<file path="src/design/per_pkg.sv">
// types and constants shared by the path efficiency ratio modules
package per_pkg;

	localparam int PRICE_W   = 32;
	localparam int PATH_W    = 48;
	localparam int FRAC_W    = 16;
	localparam int RATIO_W   = FRAC_W + 1;
	localparam int DIV_STEPS = RATIO_W;
	localparam int CNT_W     = $clog2(DIV_STEPS);

	localparam logic [RATIO_W-1:0] RATIO_ONE = RATIO_W'(1) << FRAC_W;
	localparam logic [PATH_W-1:0]  PATH_MAX  = {PATH_W{1'b1}};

	typedef struct packed {
		logic [PRICE_W-1:0] price;
		logic               missing;
		logic               last;
	} sample_t;

	typedef struct packed {
		logic [RATIO_W-1:0] ratio;
		logic               ratio_valid;
	} result_t;

	// controller to datapath
	typedef struct packed {
		logic take;
		logic prep;
		logic step;
		logic load;
	} cmd_t;

	// datapath to controller
	typedef struct packed {
		logic last;
		logic ok;
	} status_t;

endpackage

</file>
<file path="src/design/per_ctrl.sv">
// controller: sample acceptance, divider sequencing and result register handshake
module per_ctrl (
	input  logic             clk,
	input  logic             arst_n,
	input  logic             sample_valid,
	output logic             sample_stall,
	output logic             result_valid,
	input  logic             result_stall,
	input  per_pkg::status_t status,
	output per_pkg::cmd_t    cmd
);
	import per_pkg::*;

	typedef enum logic [1:0] {
		IDLE,
		PREP,
		DIV,
		PUSH
	} state_t;

	state_t           state_q;
	logic [CNT_W-1:0] cnt_q;
	logic             result_valid_q;

	assign sample_stall = (state_q != IDLE);
	assign result_valid = result_valid_q;

	always_comb begin
		cmd.take = sample_valid && (state_q == IDLE);
		cmd.prep = (state_q == PREP);
		cmd.step = (state_q == DIV);
		cmd.load = (state_q == PUSH) && (!result_valid_q || !result_stall);
	end

	always_ff @(posedge clk or negedge arst_n) begin
		if (!arst_n) begin
			state_q        <= IDLE;
			cnt_q          <= '0;
			result_valid_q <= 1'b0;
		end else begin
			if (cmd.load) begin
				result_valid_q <= 1'b1;
			end else if (!result_stall) begin
				result_valid_q <= 1'b0;
			end
			case (state_q)
				IDLE: begin
					// an invalid result needs no division
					if (cmd.take && status.last) begin
						state_q <= status.ok ? PREP : PUSH;
					end
				end
				PREP: begin
					cnt_q   <= '0;
					state_q <= DIV;
				end
				DIV: begin
					cnt_q <= cnt_q + CNT_W'(1);
					if (cnt_q == CNT_W'(DIV_STEPS - 1)) begin
						state_q <= PUSH;
					end
				end
				PUSH: begin
					if (cmd.load) begin
						state_q <= IDLE;
					end
				end
				default: begin
					state_q <= IDLE;
				end
			endcase
		end
	end

endmodule

</file>
<file path="src/design/per_datapath.sv">
// datapath: series state, path accumulation, restoring divider and result register
module per_datapath (
	input  logic             clk,
	input  logic             arst_n,
	input  per_pkg::sample_t sample,
	input  per_pkg::cmd_t    cmd,
	output per_pkg::status_t status,
	output per_pkg::result_t result
);
	import per_pkg::*;

	localparam int DVD_W = PATH_W + 1;

	// series state
	logic [PRICE_W-1:0] open_price_q;
	logic               open_absent_q;
	logic [PRICE_W-1:0] prev_price_q;
	logic [PATH_W-1:0]  path_q;
	logic               mid_q;

	// division operands and working registers
	logic [PRICE_W-1:0] num_q;
	logic [PATH_W-1:0]  div_q;
	logic               ok_q;
	logic [PATH_W-1:0]  rem_q;
	logic [RATIO_W-1:0] low_q;
	logic [RATIO_W-1:0] quo_q;
	result_t            result_q;

	logic [PRICE_W-1:0] diff_prev;
	logic [PRICE_W-1:0] diff_open;
	logic [PRICE_W-1:0] open_eff;
	logic               absent_eff;
	logic [PATH_W:0]    path_sum;
	logic [PATH_W-1:0]  path_next;
	logic [DVD_W-1:0]   dividend;
	logic [DVD_W-1:0]   trial;
	logic [DVD_W-1:0]   trial_sub;
	logic               trial_ge;
	logic [RATIO_W-1:0] quo_clamped;

	always_comb begin
		diff_prev = (sample.price >= prev_price_q) ? sample.price - prev_price_q
		                                           : prev_price_q - sample.price;
		path_sum  = {1'b0, path_q} + {{(PATH_W - PRICE_W + 1){1'b0}}, diff_prev};
		if (!mid_q) begin
			path_next = '0;
		end else if (sample.missing) begin
			path_next = path_q;
		end else begin
			path_next = path_sum[PATH_W] ? PATH_MAX : path_sum[PATH_W-1:0];
		end
		// a single-sample series is its own open
		open_eff   = mid_q ? open_price_q : sample.price;
		absent_eff = mid_q ? open_absent_q : sample.missing;
		diff_open  = (sample.price >= open_eff) ? sample.price - open_eff
		                                        : open_eff - sample.price;
		status.last = sample.last;
		status.ok   = !absent_eff && !sample.missing && (path_next != '0);
	end

	// rounded dividend: num * 2^16 + path / 2
	always_comb begin
		dividend = {1'b0, num_q, {FRAC_W{1'b0}}}
		         + {2'b00, div_q[PATH_W-1:1]};
		trial     = {rem_q, low_q[RATIO_W-1]};
		trial_ge  = (trial >= {1'b0, div_q});
		trial_sub = trial - {1'b0, div_q};
		quo_clamped = (quo_q > RATIO_ONE) ? RATIO_ONE : quo_q;
	end

	always_ff @(posedge clk or negedge arst_n) begin
		if (!arst_n) begin
			open_price_q  <= '0;
			open_absent_q <= 1'b0;
			prev_price_q  <= '0;
			path_q        <= '0;
			mid_q         <= 1'b0;
		end else if (cmd.take) begin
			if (!mid_q) begin
				open_price_q  <= sample.price;
				open_absent_q <= sample.missing;
				prev_price_q  <= sample.price;
			end else if (!sample.missing) begin
				prev_price_q <= sample.price;
			end
			path_q <= path_next;
			mid_q  <= !sample.last;
		end
	end

	always_ff @(posedge clk) begin
		if (cmd.take) begin
			num_q <= diff_open;
			div_q <= path_next;
			ok_q  <= status.ok;
		end
		if (cmd.prep) begin
			// top bits are below the divisor since the quotient fits 17 bits
			rem_q <= {{(PATH_W - (DVD_W - RATIO_W)){1'b0}}, dividend[DVD_W-1:RATIO_W]};
			low_q <= dividend[RATIO_W-1:0];
			quo_q <= '0;
		end
		if (cmd.step) begin
			rem_q <= trial_ge ? trial_sub[PATH_W-1:0] : trial[PATH_W-1:0];
			low_q <= {low_q[RATIO_W-2:0], 1'b0};
			quo_q <= {quo_q[RATIO_W-2:0], trial_ge};
		end
		if (cmd.load) begin
			result_q.ratio       <= ok_q ? quo_clamped : '0;
			result_q.ratio_valid <= ok_q;
		end
	end

	assign result = result_q;

endmodule

</file>
<file path="src/design/path_efficiency_ratio.sv">
// Path efficiency ratio of a price series: one sample is taken per cycle while the
// series runs, and the path length is summed with saturation at 48 bits. After the
// sample marked last, sample_stall stays high while the single restoring divider
// works out |close-open|/path in unsigned Q1.16, one quotient bit per cycle: a
// set-up state, 17 divide steps and a load of the result register when the ratio is
// valid, only the load when it is not, and the load also waits while result_stall
// holds a previous result in the output register.
module path_efficiency_ratio (
	input  logic             clk,
	input  logic             arst_n,
	input  logic             sample_valid,
	output logic             sample_stall,
	input  per_pkg::sample_t sample,
	output logic             result_valid,
	input  logic             result_stall,
	output per_pkg::result_t result
);
	import per_pkg::*;

	cmd_t    cmd;
	status_t status;

	per_ctrl u_ctrl (
		.clk          (clk),
		.arst_n       (arst_n),
		.sample_valid (sample_valid),
		.sample_stall (sample_stall),
		.result_valid (result_valid),
		.result_stall (result_stall),
		.status       (status),
		.cmd          (cmd)
	);

	per_datapath u_datapath (
		.clk    (clk),
		.arst_n (arst_n),
		.sample (sample),
		.cmd    (cmd),
		.status (status),
		.result (result)
	);

endmodule

</file>
<file path="config.mk">
export PLATFORM = sky130hd
export DESIGN_NAME = path_efficiency_ratio
export DESIGN_NICKNAME = d
export VERILOG_FILES = /design/src/design/per_pkg.sv /design/src/design/per_ctrl.sv /design/src/design/per_datapath.sv /design/src/design/path_efficiency_ratio.sv
export SDC_FILE = /design/constraint.sdc
export NUM_CORES = 1
export LEC_CHECK = 0
export CORE_UTILIZATION = 40
export CTS_BUF_LIST = sky130_fd_sc_hd__clkbuf_8 sky130_fd_sc_hd__clkbuf_16
export CTS_CLUSTER_DIAMETER = 60
export DETAILED_ROUTE_END_ITERATION = 16
export DONT_BUFFER_PORTS = 1
export HOLD_SLACK_MARGIN = 0.08
export REMOVE_ABC_BUFFERS = 1
export SLEW_MARGIN = 0
export SYNTH_ARGS = -nofsm -noshare
export SYNTH_HDL_FRONTEND = slang
export SYNTH_SLANG_ARGS = --single-unit
</file>
<file path="constraint.sdc">
create_clock -name clk -period 8.5 [get_ports clk]
set_clock_uncertainty 0.15 [all_clocks]
set_input_delay 1.7 -clock clk [delete_from_list [all_inputs] [get_ports clk]]
set_output_delay 1.7 -clock clk [all_outputs]
set_load 0.03 [all_outputs]
</file>
### Word level (Yosys, flattened, before mapping)

Index checks and enable logic that the tools add are counted.

* register bits: 303
* word-level logic and storage cells: 83
* bits of input ports: 38
* output and inout bits: 20

* add/sub/neg operators: 8
* order comparisons: 4
* equality and inequality tests: 9
* multiplexer cells: 25
* reductions and logical operators: 18
* bitwise gates (word level): 1

Operators with widths (number)
* $mux W48: 6
* $mux W32: 5
* $sub A32 B32 Y32: 4
* $mux W17: 5
* $ge A32 B32 Y1: 2
* $add A48 B32 Y49: 1
* $add A48 B47 Y49: 1
* $ge A49 B48 Y1: 1
* $reduce_bool A48 Y1: 1
* $sub A48 B48 Y48: 1
* $gt A17 B17 Y1 const B: 1
* $pmux W5 S2: 1
* $mux W2: 4
* $pmux W2 S4: 1
* $ne A2 B2 Y1 const B: 3
* $add A5 B1 Y5 const B: 1
* $eq A5 B5 Y1 const B: 1
* $logic_and A1 B1 Y1: 5
* $logic_not A1 Y1: 5
* $eq A2 B2 Y1 const B: 2
* $ne A2 B1 Y1 const B: 2
* $reduce_bool A2 Y1: 2
* $mux W1: 3
* $reduce_and A3 Y1: 1
* 6 further kinds: 6

### Logic depth before layout (Yosys ltp)

Gate-level depths: netlist of the first run.

* word-level depth: 11
* gate-level depth with buffers: 32
* mapped depth without buffers: 29

### Cells and area by module

A second synthesis of the first run with hierarchy kept.

* cell total of the unflattened synthesis: 2922
* area total of the unflattened synthesis: 25633.3 um^2

Modules (own cells, without submodules)
* per_datapath: cells an instance 2874, seq. area each 8277.9 um^2, instances 1, area each 25119.1 um^2
* per_ctrl: cells an instance 48, seq. area each 200.2 um^2, instances 1, area each 514.2 um^2

### Worst setup path before layout of the first run

Ideal clock, no wire load.

* path kind: input to register
* from: input sample[2] (netlist bit)
* to: register u_datapath.ok_q (data pin)
* path buffers: 0
* data arrival time: 7463 ps
* setup slack: 634 ps
* cell stages on the path: 28
* cell sequence: inv_1 > ha_1 > inv_1 > fa_1 > a211oi_1 > o21ai_0 > a2111oi_0 > o31ai_1 > o221ai_1 > a21oi_2 > nor2_2 > mux2_2 > o32ai_1 > a31oi_1 > xnor2_1 > ha_1 > and3_1 > and2_1 > a221o_1 > a31o_2 > o21ai_2 > nor2_1 > or3b_1 > nor4_2 > nand4_1 > o41ai_1 > and4b_1 > nor2b_1

RTL lines
* start, declared: line path_efficiency_ratio.sv:13 `input per_pkg::sample_t sample,`
* end signal, assigned: line per_datapath.sv:96 `ok_q <= status.ok;`
* end, declared: line per_datapath.sv:24 `logic ok_q;`

==> impl_results.md, run 1 <==
* CP Capture Type: flop
* Ratio of cells with drive above 1 in the final layout at 12.9%
* Min Clock Period, post-route at 8.14 ns
* Post-synth EDFFs at 180
* Data required time of the critical path at 8.71 ns
* Overall power after layout at 14500 uW
* Starting DRC count in detailed routing at 1657
* Power density normalized to cell area at 495 nW/um2
* CTS tree: yes
* Final setup violation count at 0
* Yosys warns at 0
* Critical hold path startpoint: u_datapath.open_price_q[3]
* Critical path type: in2reg
* Vias at 22876
* Sequential cell area fraction in the yosys report at 33.2%
* Placement-stage cell area at 28000 um2
* Number of instances in the synthesized netlist at 2969
* First-pass GRT wire length at 131000 um
* Main combinational cell family by area after synthesis: compound AO/OA/AOI/OAI gates
* Via density per instance at 5.71
* Slack of the critical path at 0.359 ns
* Lkg Pwr at 0.0131 uW
* Area share of fa/ha/maj cells after synthesis at 12.7%
* Area fraction in compound gates after synthesis at 24.7%
* Basic-gate share of the synthesized area counting and, or, nand and nor cells at 15.0%
* Clock slew seen by the registers of the worst setup and hold paths at 0.06 ns
* Maximum single-stage delay on the critical path at 0.49 ns
* Crit path top cell by count: sky130_fd_sc_hd__buf_4
* Number of sinks driven by the clock tree at 303
* Die area at 64800 um2
* Vert. Die Dim at 254 um
* Sum of routed wire length over all layers at 85000 um
* Post-synthesis mux area share at 3.75%
* Sum of overflow across all layers after global routing at 0
* Outcome: completed
* Worst Tran Pin Value at 1.38 ns
* Via count of the first global-routing pass at 22418
* Post-synthesis cell area at 25500 um2
* Number of placement rows at 92
* CP Launch Type: input port
* Count of final hold-check violations at 0
* Multi-input logic area at 15700 um2
* Synth Area per Inst at 8.59 um2
* Achievable clock frequency at 123 MHz
* CTS max path bufs at 3
* GP Congestion at 0.985
* Ant diodes at 0
* Starting density of the core at 40.4%
* Placeable core region at 63100 um2
* Sequential standard cell area at 8480 um2
* First-pass DRT Iterations at 5
* Number of synthesized register bits at 303
* Count of buffers from port buffering at 0
* Number of hold-repair buffers added at the cts stage at 0
* H-tree level count at 2
* Worst slew margin relative to its limit at 7.90%
* Final cell utilization of the core at 46.6%
* Min-Delay Path Class: reg2reg
* Worst voltage drop across the vdd grid at 0.283 mV
* Final HPWL DP at 68200 um
* Signed area change from the synthesized netlist to the final layout at 15.2%
* Worst hold slack after final layout at 0.330 ns
* Xor/xnor share of the synthesized area at 5.25%
* Final worst-path cycle share at 95.8%
* CP Launch Point: sample[2]
* Clock latency of the later-clocked register in the worst-skew pair at 0.60 ns
* Number of max-cap violations at 0
* CP Data Arrival Time at 8.35 ns
* Total track usage at 26.3%
* Pin count of the biggest net entering global routing at 123
* Clock root buffer: sky130_fd_sc_hd__clkbuf_16
* Number of remaining DRC errors at 0
* Final Max Tran Viols at 0
* Source of the worst register-to-register timing path: u_datapath.prev_price_q[0]
* Final net count at 3422
* Number of ports placed on the die boundary at 58
* Post-Place Worst Slack at -0.417 ns
* Post-synth top flop: sky130_fd_sc_hd__edfxtp_1
* Initial antenna violation count at 1
* Cell with the largest stage delay on the worst path: sky130_fd_sc_hd__or4_1
* TritonCTS Buffers at 42
* Distinct cell type count after synthesis at 88
* Final-layout fill cell count at 6173
* Final design instance area without fill at 29400 um2
* Top fanout value on the critical path at 5
* Die X at 254 um
* WL per Instance at 21.2 um
* Antenna Nets Post-Route at 0
* Proportion of synthesized flip-flops having asynchronous set or reset at 40.3%
==> timing repair <==
| item | 4_1_cts | 5_1_grt |
|---|---|---|
| hold endpoints to repair | 0 | 0 |
| setup buffers | 0 | 1 |
| resized for setup | 0 | 10 |
| endpoints found under the setup margin | 0 | 2 |
==> worst paths after layout <==
path	end	slack, ns	cells past startpoint
max	u_datapath.ok_q	0.36	31
min	u_datapath.open_price_q[3]	0.33	2
max reg2reg	u_datapath.ok_q	1.12	30
min reg2reg	u_datapath.open_price_q[3]	0.33	2
max in group asynchronous	u_datapath.path_q[25]	7.34	0
min in group asynchronous	u_datapath.open_price_q[0]	0.66	0
==> synthesized netlist by cell type (22+ instances only) <==
library cell               number  share of area (%)
sky130_fd_sc_hd__a21boi_0      43                1.3
sky130_fd_sc_hd__nor3_1        44               0.86
sky130_fd_sc_hd__mux2_2        52                2.3
sky130_fd_sc_hd__xnor2_1       97                3.3
sky130_fd_sc_hd__inv_1        230                3.4
sky130_fd_sc_hd__nand4_1       43                1.1
sky130_fd_sc_hd__nor2b_1       40               0.98
sky130_fd_sc_hd__mux2i_1       37                1.5
sky130_fd_sc_hd__o21a_1        32               0.94
sky130_fd_sc_hd__edfxtp_1     180                 21
sky130_fd_sc_hd__clkbuf_1     100                1.5
sky130_fd_sc_hd__and2_1        55                1.3
sky130_fd_sc_hd__nand2b_1      28               0.69
sky130_fd_sc_hd__a211oi_1      22               0.65
sky130_fd_sc_hd__o31ai_1       24               0.71
sky130_fd_sc_hd__dfrtp_1      122                 12
sky130_fd_sc_hd__a31oi_1       27               0.66
sky130_fd_sc_hd__nand3_1       41               0.80
sky130_fd_sc_hd__xor2_1        56                1.9
sky130_fd_sc_hd__nand2_1      282                4.2
sky130_fd_sc_hd__ha_1         247                 12
sky130_fd_sc_hd__o21bai_1      49                1.4
sky130_fd_sc_hd__a21oi_1      312                6.1
sky130_fd_sc_hd__a21o_1       105                3.1
sky130_fd_sc_hd__o21ai_0      235                4.6
sky130_fd_sc_hd__nor2_1       193                2.8
sky130_fd_sc_hd__buf_2         23               0.45
==> metrics by stage <==
stage	setup TNS, ns	cells
finish	0	4009
global route	-0.00103	4009
CTS	0	4008
detailed placement	-0.762	3931
global placement	-0.660	3931
floorplan	-1.97	2840
==> logic make-up (layout without fill, tap and decap cells) <==
family                   count (synthesis)  in the layout
multiplexers                            89             89
buffers and inverters                  361            555
flip-flops                             303            303
XOR/XNOR                               153            153
AND/OR/NAND/NOR                        808            808
adder cells (fa/ha/maj)                254            254
AO/OA/AOI/OAI                         1001           1001
==> area by class of cell <==
| cell class | count | share of cell area, % |
|---|---|---|
| multi-input combinational | 2305 | 53.6 |
| clock buffer | 43 | 3.62 |
| inverter | 232 | 2.97 |
| tap | 846 | 3.60 |
| timing repair buffer | 246 | 6.30 |
| clock inverter | 34 | 1.06 |
| sequential | 303 | 28.9 |
==> placed cells by master (no fill, tap or decap), types with 9 or more instances in the layout <==
master / synthesis / layout
sky130_fd_sc_hd__o21bai_1: 49 / 49
sky130_fd_sc_hd__o21ai_0: 235 / 235
sky130_fd_sc_hd__o31a_1: 9 / 9
sky130_fd_sc_hd__o211ai_1: 17 / 17
sky130_fd_sc_hd__dfrtp_1: 122 / 121
sky130_fd_sc_hd__nor2_1: 193 / 193
sky130_fd_sc_hd__or3_1: 13 / 13
sky130_fd_sc_hd__xor2_1: 56 / 56
sky130_fd_sc_hd__xnor2_1: 97 / 97
sky130_fd_sc_hd__o221ai_1: 11 / 11
sky130_fd_sc_hd__edfxtp_1: 180 / 180
sky130_fd_sc_hd__o21ai_1: 13 / 12
sky130_fd_sc_hd__nand4_1: 43 / 43
sky130_fd_sc_hd__buf_4: 0 / 245
sky130_fd_sc_hd__a21o_1: 105 / 105
sky130_fd_sc_hd__nor4_1: 17 / 16
sky130_fd_sc_hd__o21a_1: 32 / 32
sky130_fd_sc_hd__a22o_1: 16 / 16
sky130_fd_sc_hd__inv_1: 230 / 236
sky130_fd_sc_hd__a211oi_1: 22 / 21
sky130_fd_sc_hd__nand2_1: 282 / 281
sky130_fd_sc_hd__nor3_1: 44 / 44
sky130_fd_sc_hd__a31oi_1: 27 / 27
sky130_fd_sc_hd__nor2b_1: 40 / 40
sky130_fd_sc_hd__a21oi_1: 312 / 310
sky130_fd_sc_hd__o31ai_1: 24 / 23
sky130_fd_sc_hd__clkbuf_16: 0 / 42
sky130_fd_sc_hd__nand2b_1: 28 / 28
sky130_fd_sc_hd__a21boi_0: 43 / 41
sky130_fd_sc_hd__ha_1: 247 / 245
sky130_fd_sc_hd__nand3_1: 41 / 41
sky130_fd_sc_hd__and2_1: 55 / 55
sky130_fd_sc_hd__and3_1: 15 / 15
sky130_fd_sc_hd__mux2i_1: 37 / 36
sky130_fd_sc_hd__mux2_2: 52 / 52
sky130_fd_sc_hd__a221oi_1: 11 / 11
==> registers in the layout (all words and copies together), names as in the netlist, 2 cells and up <==
register,cells
u_datapath.div_q,48
u_datapath.path_q,48
u_datapath.rem_q,48
u_datapath.num_q,32
u_datapath.open_price_q,32
u_datapath.prev_price_q,32
u_datapath.result,18
u_datapath.low_q,17
u_datapath.quo_q,17
u_ctrl.cnt_q,5
u_ctrl.state_q,2
==> routing by layer <==
layer / track usage [%] / share of wire, % / wire, um
met1: 34.8 / 45 / 38300
met5: 0 / 0 / 0
met3: 2.98 / 4.7 / 4020
met4: 9.31 / 3.5 / 2960
met2: 44.1 / 47 / 39800
==> worst max-delay path: cells and delay by family <==
family,cells,cell delay [ns]
simple gates,10,2.69
buf+inv,6,0.77
compound gates,10,2.06
xor+xnor,2,0.25
fa+ha+maj,3,0.86
==> report_power, final <==
group	switching (uW)	total (uW)	leakage [uW]	internal, uW
registers	495	2930	0.00335	2430
logic	5760	9870	0.00903	4110
clock network	751	1750	0.000697	995
No activity file was read; power rests on OpenSTA's default activity.
==> run 2: changes to the inputs <==
--- a/config.mk
+++ b/config.mk
@@ -5,12 +5,13 @@
 export SDC_FILE = /design/constraint.sdc
 export NUM_CORES = 1
 export LEC_CHECK = 0
+export BUFFER_PORTS_ARGS = -buffer_cell sky130_fd_sc_hd__buf_4
 export CORE_UTILIZATION = 40
 export CTS_BUF_LIST = sky130_fd_sc_hd__clkbuf_8 sky130_fd_sc_hd__clkbuf_16
 export CTS_CLUSTER_DIAMETER = 60
 export DETAILED_ROUTE_END_ITERATION = 16
-export DONT_BUFFER_PORTS = 1
 export HOLD_SLACK_MARGIN = 0.08
+export PLACE_DENSITY_LB_ADDON = 0.3
 export REMOVE_ABC_BUFFERS = 1
 export SLEW_MARGIN = 0
 export SYNTH_ARGS = -nofsm -noshare
==> run 2 against run 1 <==
Against the previous run: sequential power decreased by 3%; global-route usage decreased by 2.3 points; sequential share of layout area about the same; via count decreased by 1.8%; first-iteration DRC count increased by 10%; critical endpoint unchanged; highest routed layer is now met5.
==> impl_results.md, run 2 (synthesized netlist as in run 1, its figures left out) <==
* CTS tree: yes
* Data required time of the critical path at 8.68 ns (-0.03 ns)
* Final setup violation count at 0 (unchanged)
* TritonCTS Buffers at 40 (-4.8%)
* First-pass GRT wire length at 121000 um (-7.8%)
* First-pass DRT Iterations at 7 (+2)
* Outcome: completed
* Placement-stage cell area at 28000 um2 (+0.26%)
* Worst Tran Pin Value at 0.970 ns (-0.409 ns)
* Setup repair after global routing missed its margin: false
* Final worst-path cycle share at 94.2% (-1.6 points)
* Clock slew seen by the registers of the worst setup and hold paths at 0.06 ns (about the same)
* Starting density of the core at 40.4% (unchanged)
* FF-to-FF setup slack at 1.41 ns (+0.29 ns)
* Ant diodes at 0 (unchanged)
* Placeable core region at 63100 um2 (unchanged)
* Number of placement rows at 92 (unchanged)
* Sum of overflow across all layers after global routing at 0 (unchanged)
* Number of hold-repair buffers added at the cts stage at 0 (unchanged)
* Ratio of cells with drive above 1 in the final layout at 12.9% (-0.020 points)
* Worst voltage drop across the vdd grid at 0.287 mV (+1.4%)
* Most common cell after layout, fill and taps aside: sky130_fd_sc_hd__a21oi_1
* Sum of negative setup slack at 0 ns (unchanged)
* Final HPWL DP at 62000 um (-9.2%)
* Critical path type: in2reg
* Maximum single-stage delay on the critical path at 0.39 ns (-0.10 ns)
* Via density per instance at 5.60 (-1.9%)
* Die X at 254 um (unchanged)
* Total track usage at 23.9% (-2.3 points)
* CP Launch Type: input port
* Number of sinks driven by the clock tree at 303 (unchanged)
* Final net count at 3428 (+0.18%)
* Vias at 22465 (-1.8%)
* CP Capture Type: flop
* Clock latency of the later-clocked register in the worst-skew pair at 0.58 ns (-0.02 ns)
* Number of remaining DRC errors at 0 (unchanged)
* CTS max path bufs at 3 (unchanged)
* Initial antenna violation count at 4 (+3)
* Min Clock Period, post-route at 8.01 ns (-0.135 ns)
* Power density normalized to cell area at 478 nW/um2 (-3.5%)
* Final design instance area without fill at 29400 um2 (about the same)
* Pin count of the biggest net entering global routing at 88 (-28%)
* Top fanout value on the critical path at 6 (+1)
* Count of buffers from port buffering at 57 (+57)
* Starting DRC count in detailed routing at 1830 (+10%)
* CP Data Arrival Time at 8.19 ns (-0.16 ns)
* Die area at 64800 um2 (unchanged)
* Via count of the first global-routing pass at 21150 (-5.7%)
* Top delay family on crit path: compound AO/OA/AOI/OAI gates
* Number of buffer and inverter instances along the worst setup path at 7 (+1)
* Final Max Tran Viols at 0 (unchanged)
* Count of final hold-check violations at 0 (unchanged)
* GP Congestion at 0.983 (-0.22%)
* Cell with the largest stage delay on the worst path: sky130_fd_sc_hd__a2111oi_1
* Commonest cells after routing, fill and taps aside: sky130_fd_sc_hd__a21oi_1 (310), sky130_fd_sc_hd__nand2_1 (281), sky130_fd_sc_hd__buf_4 (253)
* Number of max-cap violations at 0 (unchanged)
* Achievable clock frequency at 125 MHz (+1.7%)
* Min-Delay Path Class: reg2reg
* Antenna Nets Post-Route at 0 (unchanged)
* WL per Instance at 19.4 um (-8.3%)
* Sum of routed wire length over all layers at 78100 um (-8.2%)
* Lkg Pwr at 0.0131 uW (+0.32%)
* Worst hold slack after final layout at 0.326 ns (-0.00326 ns)
* H-tree level count at 2 (unchanged)
* Clock root buffer: sky130_fd_sc_hd__clkbuf_16
* Biggest registers after layout: u_datapath.div_q x48, u_datapath.path_q x48, u_datapath.rem_q x48
* Signed area change from the synthesized netlist to the final layout at 15.3% (about the same)
* Worst slew margin relative to its limit at 35.2% (+27 points)
* Number of ports placed on the die boundary at 58 (unchanged)
* Crit path top cell by count: sky130_fd_sc_hd__buf_4
* Vert. Die Dim at 254 um (unchanged)
## run 2: cell count changes in the layout (fill, tap and decap cells not counted), sizes merged
cell      change
clkbuf        +4
buf           +8
bufinv        -1
clkinv        -5
inv           +1
clkinvlp      -2
## run 2: worst min-delay path: cells and delay by family (launching register included)
kind	cells	cell delay (ns)
DFF	1	0.34
AOI/OAI and AO/OA	1	0.06
and+or+nand+nor	1	0.05
## run 2: cell type report
class	instances	area [um2]
timing repair buffer	254	1910
inverter	232	873
tap	846	1060
sequential	303	8480
clock buffer	47	1130
clock inverter	27	238
multi-input combinational	2305	15700
fill	6308	33700
## run 2: routing by layer
metal / vias to the layer above / share of wire, % / global-route usage (%)
met4: 4 / 3.3 / 8.38
met3: 133 / 5.6 / 2.88
met2: 669 / 45 / 38.3
met5: - / 0.035 / 0
met1: 10605 / 46 / 33.2
li1: 11054 / - / -
## run 2: path summary, 6_finish.rpt
| kind | from | endpoint | cells past startpoint |
|---|---|---|---|
| setup / recovery | sample[2] | u_datapath.ok_q | 33 |
| max in group asynchronous | arst_n | u_datapath.prev_price_q[28] | 2 |
| hold / removal | u_datapath.open_price_q[8] | u_datapath.open_price_q[8] | 2 |
| hold reg to reg | u_datapath.open_price_q[8] | u_datapath.open_price_q[8] | 2 |
| min in group asynchronous | arst_n | u_datapath.open_price_q[3] | 1 |
| setup reg to reg | u_datapath.prev_price_q[15] | u_datapath.ok_q | 27 |
## run 2: power breakdown
group | switching [uW] | total, uW | internal, uW | leakage [uW]
registers | 412 | 2840 | 2430 | 0.00335
logic | 5600 | 9480 | 3880 | 0.00907
clock network | 721 | 1720 | 1000 | 0.000703
total | 6730 | 14000 | 7310 | 0.0131
## run 2: through the flow
stage | utilization (%) | setup WS (ns) | cells | total power, uW
floorplan | - | -0.716 | 2840 | 8990
global placement | 44.4 | -0.00350 | 3940 | 12100
detailed placement | 44.4 | -0.0726 | 3940 | 12200
CTS | 46.6 | 0.506 | 4014 | 14000
global route | 46.6 | 0.0551 | 4014 | 15100
finish | 46.6 | 0.495 | 4014 | 14000
## run 2: what timing repair did
item | 4_1_cts | 5_1_grt
setup endpoints to repair | 0 | 1
setup buffers | 0 | 0
gates resized for setup | 0 | 1
